[config.mk]
export PLATFORM = sky130hd
export DESIGN_NAME = json_string_escaper_unit
export DESIGN_NICKNAME = d
export VERILOG_FILES = /design/src/hdl/jse_pkg.sv /design/src/hdl/json_string_escaper_unit.sv /design/src/hdl/jse_decode.sv
export SDC_FILE = /design/constraint.sdc
export NUM_CORES = 1
export LEC_CHECK = 0
export BUFFER_PORTS_ARGS = -buffer_cell sky130_fd_sc_hd__buf_2
export CORE_MARGIN = 10
export CORE_UTILIZATION = 30
export CTS_CLUSTER_SIZE = 40
export DETAILED_ROUTE_END_ITERATION = 6
export HOLD_SLACK_MARGIN = 0.05
export SLEW_MARGIN = 5
export SYNTH_ARGS = -nofsm -noshare
export SYNTH_HDL_FRONTEND = slang
export SYNTH_HIERARCHICAL = 1
export SYNTH_SLANG_ARGS = --single-unit
[constraint.sdc]
create_clock -name clk_i -period 3.5 [get_ports clk_i]
set_input_delay 0.7 -clock clk_i [delete_from_list [all_inputs] [get_ports clk_i]]
set_output_delay 0.7 -clock clk_i [all_outputs]
set_load 0.02 [all_outputs]
[src/hdl/jse_pkg.sv]
package jse_pkg;

  localparam int unsigned ByteW   = 8;
  localparam int unsigned MaxRun  = 6;
  localparam int unsigned IdxW    = $clog2(MaxRun);

  localparam logic [ByteW-1:0] ChQuote  = 8'h22;
  localparam logic [ByteW-1:0] ChBslash = 8'h5C;
  localparam logic [ByteW-1:0] ChBs     = 8'h08;
  localparam logic [ByteW-1:0] ChFf     = 8'h0C;
  localparam logic [ByteW-1:0] ChLf     = 8'h0A;
  localparam logic [ByteW-1:0] ChCr     = 8'h0D;
  localparam logic [ByteW-1:0] ChTab    = 8'h09;
  localparam logic [ByteW-1:0] ChDel    = 8'h7F;
  localparam logic [ByteW-1:0] ChSpace  = 8'h20;
  localparam logic [ByteW-1:0] ChZero   = 8'h30;
  localparam logic [ByteW-1:0] ChLowA   = 8'h61;
  localparam logic [ByteW-1:0] ChLowB   = 8'h62;
  localparam logic [ByteW-1:0] ChLowF   = 8'h66;
  localparam logic [ByteW-1:0] ChLowN   = 8'h6E;
  localparam logic [ByteW-1:0] ChLowR   = 8'h72;
  localparam logic [ByteW-1:0] ChLowT   = 8'h74;
  localparam logic [ByteW-1:0] ChLowU   = 8'h75;

  // Escape class of one raw byte
  typedef enum logic [1:0] {
    KindPlain   = 2'd0,
    KindShort   = 2'd1,
    KindUnicode = 2'd2
  } jse_kind_e;

  // One escaped output byte plus its end-of-run flag
  typedef struct packed {
    logic [ByteW-1:0] data;
    logic             last;
  } jse_sym_t;

  // Lowercase hex digit for a nibble
  function automatic logic [ByteW-1:0] hex_char(input logic [3:0] nib);
    logic [ByteW-1:0] ext;
    ext = {4'd0, nib};
    if (nib < 4'd10) begin
      hex_char = ChZero + ext;
    end else begin
      hex_char = ChLowA + ext - 8'd10;
    end
  endfunction

endpackage

[src/hdl/json_string_escaper_unit.sv]
// JSON string escaper.
// Input channel: in_valid_i / in_stall_o with in_byte_i, one raw string byte
// per transfer. Output channel: out_valid_o / out_stall_i with out_byte_o and
// run_last_o; each input byte yields a run of 1, 2 or 6 output bytes, and
// run_last_o marks the final byte of every run.
// The first output byte of a run passes from the input through the hold
// register, then the output register.
// Throughput: one output byte per cycle while out_stall_i is low. An input
// byte occupies the hold register until its whole run is out; the hold
// register is freed in the same cycle its last byte moves to the output
// register, so a new byte is taken while the previous result is still
// waiting at the output.
// Reset: clears the hold and output valid flags and the run position; no
// escape state lives across bytes.
// Stall: while a valid output is stalled, the output register holds, the run
// position stops, and in_stall_o rises once the hold register is occupied.
module json_string_escaper_unit (
  input  logic                      clk_i,
  input  logic                      rst_ni,
  input  logic                      in_valid_i,
  output logic                      in_stall_o,
  input  logic [jse_pkg::ByteW-1:0] in_byte_i,
  output logic                      out_valid_o,
  input  logic                      out_stall_i,
  output logic [jse_pkg::ByteW-1:0] out_byte_o,
  output logic                      run_last_o
);

  logic [jse_pkg::ByteW-1:0] byte_q;
  logic                      full_q;
  logic [jse_pkg::IdxW-1:0]  idx_q, idx_d;
  logic [jse_pkg::ByteW-1:0] out_byte_q;
  logic                      run_last_q;
  logic                      out_valid_q;

  jse_pkg::jse_sym_t sym;
  logic              out_load;
  logic              run_done;
  logic              in_fire;

  jse_decode u_decode (
    .byte_i (byte_q),
    .idx_i  (idx_q),
    .sym_o  (sym)
  );

  // Move one run byte whenever the output register is empty or being drained
  assign out_load   = full_q && (!out_valid_q || !out_stall_i);
  assign run_done   = out_load && sym.last;
  assign in_stall_o = full_q && !run_done;
  assign in_fire    = in_valid_i && !in_stall_o;

  // Advance through the run; restart at zero once the last byte moves
  assign idx_d = run_done ? '0 : (idx_q + jse_pkg::IdxW'(1));

  always_ff @(posedge clk_i or negedge rst_ni) begin
    if (!rst_ni) begin
      full_q      <= 1'b0;
      idx_q       <= '0;
      out_valid_q <= 1'b0;
    end else begin
      if (in_fire) begin
        full_q <= 1'b1;
      end else if (run_done) begin
        full_q <= 1'b0;
      end
      if (out_load) begin
        idx_q <= idx_d;
      end
      if (out_load) begin
        out_valid_q <= 1'b1;
      end else if (!out_stall_i) begin
        out_valid_q <= 1'b0;
      end
    end
  end

  // Payload registers: capture on transfer, hold otherwise
  always_ff @(posedge clk_i) begin
    if (in_fire) begin
      byte_q <= in_byte_i;
    end
    if (out_load) begin
      out_byte_q <= sym.data;
      run_last_q <= sym.last;
    end
  end

  assign out_valid_o = out_valid_q;
  assign out_byte_o  = out_byte_q;
  assign run_last_o  = run_last_q;

endmodule

[src/hdl/jse_decode.sv]
module jse_decode (
  input  logic [jse_pkg::ByteW-1:0] byte_i,
  input  logic [jse_pkg::IdxW-1:0]  idx_i,
  output jse_pkg::jse_sym_t         sym_o
);

  logic [jse_pkg::ByteW-1:0] letter;
  jse_pkg::jse_kind_e        kind;
  logic [jse_pkg::IdxW-1:0]  last_idx;

  always_comb begin
    letter = '0;
    unique case (byte_i)
      jse_pkg::ChQuote:  letter = jse_pkg::ChQuote;
      jse_pkg::ChBslash: letter = jse_pkg::ChBslash;
      jse_pkg::ChBs:     letter = jse_pkg::ChLowB;
      jse_pkg::ChFf:     letter = jse_pkg::ChLowF;
      jse_pkg::ChLf:     letter = jse_pkg::ChLowN;
      jse_pkg::ChCr:     letter = jse_pkg::ChLowR;
      jse_pkg::ChTab:    letter = jse_pkg::ChLowT;
      default:           letter = '0;
    endcase
  end

  always_comb begin
    if (letter != '0) begin
      kind     = jse_pkg::KindShort;
      last_idx = jse_pkg::IdxW'(1);
    end else if (byte_i < jse_pkg::ChSpace || byte_i == jse_pkg::ChDel) begin
      kind     = jse_pkg::KindUnicode;
      last_idx = jse_pkg::IdxW'(jse_pkg::MaxRun - 1);
    end else begin
      kind     = jse_pkg::KindPlain;
      last_idx = '0;
    end
  end

  // Pick the run byte at the current position
  always_comb begin
    sym_o.data = byte_i;
    case (kind)
      jse_pkg::KindShort: begin
        sym_o.data = (idx_i == '0) ? jse_pkg::ChBslash : letter;
      end
      jse_pkg::KindUnicode: begin
        case (idx_i)
          3'd0:    sym_o.data = jse_pkg::ChBslash;
          3'd1:    sym_o.data = jse_pkg::ChLowU;
          3'd2:    sym_o.data = jse_pkg::ChZero;
          3'd3:    sym_o.data = jse_pkg::ChZero;
          3'd4:    sym_o.data = jse_pkg::hex_char(byte_i[7:4]);
          default: sym_o.data = jse_pkg::hex_char(byte_i[3:0]);
        endcase
      end
      default: sym_o.data = byte_i;
    endcase
    sym_o.last = (idx_i == last_idx);
  end

endmodule

## After elaboration in Yosys (flattened, before gate mapping)

Cells that the tools add are included.

| word-level totals | value |
|---|---|
| bits in registers | 22 |
| input port bits | 12 |
| output and inout bits | 11 |
| word-level logic and storage cells | 61 |

| operators by class | value |
|---|---|
| $add $sub $neg | 7 |
| order comparisons | 3 |
| equality and inequality tests | 16 |
| muxes and demuxes | 15 |
| reduce and logical (&&, ||, !) cells | 14 |

Operators with widths:

| operator | count |
|---|---|
| one-hot mux 7 bit (7 select lines) | 1 |
| == test 8 x 4 -> 1 bit, second input constant | 5 |
| one-hot mux 8 bit (4 select lines) | 1 |
| adder 7 x 4 -> 8 bit, first input constant | 2 |
| == test 8 x 7 -> 1 bit, second input constant | 2 |
| two-way mux 8 bit | 2 |
| one-hot mux 8 bit (2 select lines) | 1 |
| subtractor 8 x 4 -> 8 bit, second input constant | 2 |
| adder 6 x 4 -> 7 bit, first input constant | 2 |
| two-way mux 3 bit | 3 |
| == test 8 x 6 -> 1 bit, second input constant | 1 |
| less-than comparator 4 bit, second input constant | 2 |
| less-than comparator 8 x 6 -> 1 bit, second input constant | 1 |
| nonzero test 8 bit | 1 |
| two-way mux 7 bit | 1 |
| == test 3 x 2 -> 1 bit, second input constant | 2 |
| logical AND 1 bit | 4 |
| logical NOT 1 bit | 4 |
| two-way mux 1 bit | 4 |
| two-way mux 2 bit | 2 |
| adder 3 x 1 -> 3 bit, second input constant | 1 |
| == test 3 x 1 -> 1 bit, second input constant | 1 |
| == test 3 bit | 1 |
| == test 3 bit, second input constant | 1 |
| 7 further kinds | 8 |

## Depth between registers and ports, before layout

Gate-level depths: netlist of run 1.

| logic depth | value |
|---|---|
| depth after elaboration | 11 |
| gate-level depth with buffers | 9 |
| depth with buffers taken out | 9 |

## Hierarchy

The synthesis of run 1 kept the hierarchy.

By module, submodules not included:

| module | instances | cells an instance | area each (µm²) | seq. area each (µm²) |
|---|---|---|---|---|
| jse_decode | 1 | 107 | 808.3 | 0.0 |
| json_string_escaper_unit | 1 | 40 | 755.7 | 635.6 |

## Worst setup path after synthesis of run 1

No wires, ideal clock.

| timing path | value |
|---|---|
| path kind | register to register |
| start | register byte_q[0] in the netlist's numbering |
| end | register byte_q[0] in the netlist's numbering (enable) |
| setup time | 0.373 ns |
| arrival time | 2.373 ns |
| data required time | 3.127 ns |
| setup slack | 0.754 ns |
| stages on the path, launching flop included | 9 |
| buffers on the path | 0 |
| period minus slack after synthesis | 2.746 ns |
| cells stage by stage | edfxtp_1 > inv_1 > ha_1 > nor2b_2 > o31ai_2 > nand3_1 > o211ai_1 > a21boi_2 > nor2b_1 |

RTL lines:

| element | line | text |
|---|---|---|
| start: declaration | json_string_escaper_unit.sv:29 | `logic [jse_pkg::ByteW-1:0] byte_q;` |
| start signal: assignment | json_string_escaper_unit.sv:81 | `byte_q <= in_byte_i;` |

==> flow_metrics.env, run 1 <==
export IMPL_fin_tns_setup_ps=0
export IMPL_clk_path_buf_depth=2
export IMPL_ys_seq_area_share_pct=40.6
export IMPL_placedInstanceArea_mm2=0.00171
export IMPL_min_period_ps=3310
export IMPL_num_antenna_cells=0
export IMPL_fin_area_mm2=0.00178
export IMPL_dr_pass1_iters=4
export IMPL_period_share_pct=94.5
export IMPL_yosysUniqueCellTypes=55
export IMPL_port_buffers=22
export IMPL_crit_path_cell_trace="inv_1 > ha_1 > nor2b_2 > nand4b_1 > nand3_1 > o211ai_1 > buf_4 > a21boi_2 > buf_2"
export IMPL_synth_async_reset_ratio_pct=22.7
export IMPL_antenna_found_initial=0
export IMPL_cp_end_kind="primary output"
export IMPL_fp_coreArea_mm2=0.00507
export IMPL_grt_overflow_total=0
export IMPL_cts_htree_levels=1
export IMPL_netlist_area_mm2=0.00156
export IMPL_cap_violations=0
export IMPL_grt_pass1_wl_um=5610
export IMPL_wl_per_cell_um=14.2
export IMPL_synth_edf_count=17
export IMPL_fin_nets=190
export IMPL_via_per_inst=5.22
export IMPL_drc=0
export IMPL_fp_dieW_um=92.2
export IMPL_tightest_slew_ps=454
export IMPL_ir_drop_mv=0.363
export IMPL_cts_num_sinks=22
export IMPL_ys_warn_count=6
export IMPL_synth_area_top_cells="edfxtp_1 (33%), dfrtp_1 (8.0%), ha_1 (8.0%)"
export IMPL_filler_cell_count=526
export IMPL_slew_limit_headroom_pct=69.7
export IMPL_first_global_vias=1135
export IMPL_fin_hold_ws_ps=241
export IMPL_yosysTopAreaCell="edfxtp_1"
export IMPL_clk_pin_slew_ps=70
export IMPL_cp_max_fo=6
export IMPL_drive_above_1_share_pct=25.7
export IMPL_multiInputGateArea_um2=848
export IMPL_setup_violations=0
export IMPL_p_leak_nw=0.694
export IMPL_yosysTopAreaCellShare_pct=32.6
export IMPL_yosys_most_used_dff="edfxtp_1"
export IMPL_core_rowCount=26
export IMPL_synth_seq_cells=22
export IMPL_hp_class="in -> async"
export IMPL_dp_hpwl_um=2600
export IMPL_grt_use_total_pct=7.71
export IMPL_synth_area_per_cell_um2=10.6
export IMPL_insertion_delay_ps=260
export IMPL_slowest_stage="edfxtp_1"
export IMPL_grt_setup_unrepaired="false"
export IMPL_outcome="finished clean"
export IMPL_start_util_pct=30.8
export IMPL_p_per_area_mw_per_mm2=681
export IMPL_required_ps=2800
export IMPL_arrival_ps=2610
export IMPL_placed_cells=231
export IMPL_ant_nets=0
export IMPL_syn_nets=169
export IMPL_cts_root_buf="clkbuf_8"
export IMPL_first_iter_violations=167
export IMPL_wirelength_um=3370
export IMPL_slew_viol_final=0
export IMPL_syn_to_final_growth_pct=13.9
export IMPL_finalNonFillerCells=237
export IMPL_start_kind="flop"
export IMPL_fmax_ghz=0.302
export IMPL_cts_buffers=3
export IMPL_worstSetupPathType="reg -> out"
export IMPL_cts_tree="yes"
export IMPL_finalClockSkew_ps=5.13
export IMPL_dieArea_mm2=0.00850
export IMPL_grt_max_degree=15
export IMPL_gp_congestion=0.940
export IMPL_io_pins=23
export IMPL_netlist_instances=147
export IMPL_route_vias_total=1236
export IMPL_seqCellArea_um2=636
export IMPL_design_power_total_mw=1.21
export IMPL_die_y_um=92.2
export IMPL_max_stage_delay_ps=470
export IMPL_cts_hold_buffers_added=0
export IMPL_hold_viol_final=0
## routing by layer
layer | up-vias | part of all wire (%) | GRT usage (%)
met4 | 0 | 0.27 | 0.771
li1 | 607 | - | -
met1 | 573 | 48 | 10.4
met2 | 54 | 44 | 11.7
met5 | - | 0 | 0
met3 | 2 | 8.5 | 3.02
## layout by cell type, fill, tap and decap left out, types with 3 or more instances in the layout
master    synthesis  layout
nand2_1           6       6
nor2_1            8       8
nand3_1           6       6
mux2i_1           4       4
ha_1             10      10
buf_2             4      22
clkbuf_8          0       4
nor3_2            3       3
dfrtp_1           5       5
a21oi_1           8       8
o21ai_1           3       3
nor2b_1           3       3
edfxtp_1         17      17
o21ai_0           5       5
and4b_1           3       3
a211oi_1          6       6
buf_4             1       3
inv_1             6       6
o22ai_1           3       3
## worst paths after layout
| check | startpoint | to | cells after the start | slack [ps] |
|---|---|---|---|---|
| min reg2reg | full_q | out_valid_o | 1 | 490 |
| max in group asynchronous | rst_ni | idx_q[2] | 1 | 3120 |
| max | byte_q[0] | in_stall_o | 9 | 190 |
| max reg2reg | byte_q[0] | byte_q[2] | 10 | 890 |
| min in group clk_i | full_q | out_valid_o | 1 | 490 |
| min | rst_ni | idx_q[1] | 1 | 240 |
## logic make-up after synthesis
kind of cell               Yosys count  synth area share [%]
AOI/OAI and AO/OA                   49                  24.2
adders and majority gates           10                  8.00
and+or+nand+nor                     46                  19.0
buffers and inverters               15                  5.12
muxes                                4                  2.56
DFF                                 22                  40.6
xor gates and xnor gates             1                 0.560
## cells in the mapped netlist (4+ instances only)
library cell / instances
a211oi_1: 6
a21oi_1: 8
buf_2: 4
dfrtp_1: 5
edfxtp_1: 17
ha_1: 10
inv_1: 6
mux2i_1: 4
nand2_1: 6
nand3_1: 6
nor2_1: 8
o21ai_0: 5
## state kept, by name, summed over array words and instances, names as in the netlist
signal	flops
out_byte_o	8
out_valid_o	1
byte_q	8
idx_q	3
full_q	1
run_last_o	1
## power breakdown
part	switching, mW	total [mW]	internal, mW
clock network	0.0754	0.175	0.100
logic	0.321	0.555	0.234
registers	0.0990	0.483	0.384
## what timing repair did
action	4_1_cts	5_1_grt
setup buffers	0	2
endpoints found under the hold margin	0	0
setup endpoints to repair	0	1
gates resized for setup	0	0
## metrics by stage
step,setup WS (ps),util [%]
after detailed placement,421,33.7
after floorplan,754,-
after global placement,401,33.7
after CTS,123,34.8
after global routing,32.0,35.1
final,194,35.1
## area by class of cell
class	count	area share, %
flip-flops and latches	22	35.7
repair buffers	25	7.44
clock buffers	4	3.09
multi-input cells	110	47.6
well taps	70	4.92
inverters	6	1.26
## worst max-delay path, delay by kind of cell, from the launching register on
family,cells,cell delay [ps]
flip-flops,1,470
buffers and inverters,3,540
AND/OR/NAND/NOR,3,880
AO/OA/AOI/OAI,2,270
adder cells (fa/ha/maj),1,180
(Power assumes the default switching activity.)
==> run 2, diff against run 1 <==
--- a/config.mk
+++ b/config.mk
@@ -5,6 +5,7 @@
 export SDC_FILE = /design/constraint.sdc
 export NUM_CORES = 1
 export LEC_CHECK = 0
+export ABC_AREA = 1
 export BUFFER_PORTS_ARGS = -buffer_cell sky130_fd_sc_hd__buf_2
 export CORE_MARGIN = 10
 export CORE_UTILIZATION = 30
==> flow_metrics.env, run 2 <==
export IMPL_fmax_ghz=0.305
export IMPL_fin_area_mm2=0.00181
export IMPL_yosys_most_used_dff="edfxtp_1"
export IMPL_setup_violations=0
export IMPL_yosysUniqueCellTypes=30
export IMPL_fp_coreArea_mm2=0.00514
export IMPL_synthSimpleGateAreaFrac_pct=30.4
export IMPL_yosysMostFrequentCell="nand2_1"
export IMPL_hp_class="in -> async"
export IMPL_synth_xor_area_share_pct=0.550
export IMPL_netlist_area_mm2=0.00159
export IMPL_placedInstanceArea_mm2=0.00175
export IMPL_ys_warn_count=6
export IMPL_cts_buffers=3
export IMPL_synth_top_family_by_area="simple AND/OR/NAND/NOR gates"
export IMPL_first_global_vias=1288
export IMPL_synth_seq_cells=22
export IMPL_min_period_ps=3280
export IMPL_syn_nets=215
export IMPL_busiest_layer="met2"
export IMPL_multiInputGateArea_um2=802
export IMPL_insertion_delay_ps=260
export IMPL_cts_htree_levels=1
export IMPL_wl_per_cell_um=12.2
export IMPL_first_iter_violations=100
export IMPL_io_pins=23
export IMPL_cts_num_sinks=22
export IMPL_syn_to_final_growth_pct=13.7
export IMPL_grt_util_met3_pct=2.91
export IMPL_drive_above_1_share_pct=25.1
export IMPL_cap_violations=0
export IMPL_yosysTopAreaCellShare_pct=32.1
export IMPL_cts_setup_buffers=0
export IMPL_cts_root_buf="clkbuf_8"
export IMPL_grt_pass1_wl_um=6030
export IMPL_p_per_area_mw_per_mm2=656
export IMPL_grt_overflow_total=0
export IMPL_synth_fa_ha_area_share_pct=7.86
export IMPL_fp_dieW_um=92.8
export IMPL_period_share_pct=93.8
export IMPL_filler_cell_count=574
export IMPL_grt_use_met2_pct=12.7
export IMPL_wirelength_um=3480
export IMPL_required_ps=2800
export IMPL_outcome="finished clean"
export IMPL_route_vias_total=1306
export IMPL_gr_usage_met1_pct=11.3
export IMPL_num_antenna_cells=0
export IMPL_fin_tns_setup_ps=0
export IMPL_ys_seq_area_share_pct=39.9
export IMPL_dp_hpwl_um=2840
export IMPL_ant_nets=0
export IMPL_arrival_ps=2580
export IMPL_seqCellArea_um2=636
export IMPL_cts_tree="yes"
export IMPL_port_buffers=22
export IMPL_ir_drop_mv=0.303
export IMPL_netlist_instances=193
export IMPL_synth_edf_count=17
export IMPL_slew_viol_final=0
export IMPL_dieArea_mm2=0.00862
export IMPL_via_per_inst=4.58
export IMPL_hold_viol_final=0
export IMPL_start_util_pct=31.0
export IMPL_yosysTopAreaCell="edfxtp_1"
export IMPL_cts_hold_buffers_added=0
export IMPL_dr_pass1_iters=4
export IMPL_start_kind="flop"
export IMPL_fin_nets=238
export IMPL_tightest_slew_ps=631
export IMPL_r2r_cells=13
export IMPL_clk_path_buf_depth=2
export IMPL_p_leak_nw=0.854
export IMPL_ys_top_cells_by_count="nand2_1 (41), nand3_1 (26), inv_1 (24)"
export IMPL_grt_max_degree=16
export IMPL_drc=0
export IMPL_cp_max_fo=15
export IMPL_fin_hold_ws_ps=236
export IMPL_grt_setup_unrepaired="false"
export IMPL_die_y_um=92.8
export IMPL_synth_mux_area_share_pct=0
export IMPL_crit_top_cell="nand2_1"
export IMPL_slowest_stage="edfxtp_1"
export IMPL_slew_limit_headroom_pct=57.9
export IMPL_finalClockSkew_ps=5.47
export IMPL_gp_congestion=0.899
export IMPL_clk_pin_slew_ps=80
export IMPL_post_cts_resized=0
export IMPL_worstSetupPathType="reg -> out"
export IMPL_synth_compound_area_share_pct=11.6
export IMPL_max_stage_delay_ps=530
export IMPL_mostFrequentLayoutCell="nand2_1"
export IMPL_core_rowCount=26
export IMPL_grt_use_total_pct=8.45
export IMPL_synth_area_per_cell_um2=8.25
export IMPL_crit_path_cell_trace="inv_1 > ha_1 > nand2_2 > nor2_2 > nand2_1 > nand3_2 > nor2_4 > nand2_2 > nand2_1 > nand2_1 > nor2_1 > a21oi_2 > buf_2"
export IMPL_cp_end_kind="primary output"
export IMPL_final_cell_mix="nand2_1 (41), nand3_1 (26), inv_1 (24)"
export IMPL_synth_area_top_cells="edfxtp_1 (32%), nand2_1 (9.7%), nand3_1 (8.2%)"
export IMPL_antenna_found_initial=0
export IMPL_synth_async_reset_ratio_pct=22.7
[run 2: cell types whose count changed in the layout (fill, tap and decap cells not counted), moves of 4 or more]
| cell | change |
|---|---|
| nand2_1 | +35 |
| nand3_1 | +20 |
| inv_1 | +18 |
| a211oi_1 | -6 |
| inv_2 | +6 |
| nand2_2 | +6 |
| nand3_2 | +6 |
| mux2i_1 | -4 |
| nor2_1 | +4 |
[run 2: cells by family after synthesis]
kind of cell | count (synthesis)
AO/OA/AOI/OAI | 27
XOR/XNOR | 1
adder cells (fa/ha/maj) | 10
buffers and inverters | 35
flip-flops | 22
AND/OR/NAND/NOR | 98
[run 2: worst max-delay path: cells and delay by family (launching register included)]
family | cells | cell delay, ps
DFF | 1 | 530
adders and majority gates | 1 | 240
AOI/OAI and AO/OA | 1 | 120
buffers and inverters | 2 | 290
and+or+nand+nor | 9 | 1130
[run 2: area by class of cell]
cell class / count / area share (%)
clock buffers: 4 / 3.04
inverters: 31 / 6.57
multi-input cells: 136 / 44.3
flip-flops and latches: 22 / 35.1
well taps: 70 / 4.84
repair buffers: 22 / 6.09
[run 2: metal layers]
layer	share of wire [%]	vias up
met4	1.0	0
met2	42	29
met3	6.1	5
met1	51	587
met5	0	-
li1	-	685
[run 2: report_power, final]
part | total (mW) | leakage (nW) | switching (mW) | internal [mW]
clock | 0.179 | 0.0288 | 0.0787 | 0.100
sequential | 0.465 | 0.221 | 0.0759 | 0.390
combinational | 0.542 | 0.604 | 0.372 | 0.170
[run 2: worst paths after layout]
check	startpoint	to	slack, ps
min in group clk_i	full_q	out_valid_o	520
worst max-delay path	byte_q[5]	in_stall_o	220
worst min-delay path	rst_ni	full_q	240
max in group asynchronous	rst_ni	idx_q[2]	3130
worst max register to register	byte_q[5]	byte_q[5]	540
worst min register to register	full_q	out_valid_o	520
[run 2: metrics by stage]
stage,utilization [%],setup WS (ps),std cells,power (mW)
after floorplan,-,999,193,0.863
after global placement,34.1,577,281,1.01
after detailed placement,34.1,563,281,1.01
after CTS,35.2,256,285,1.19
after global routing,35.2,3.10,285,1.29
final,35.2,216,285,1.19
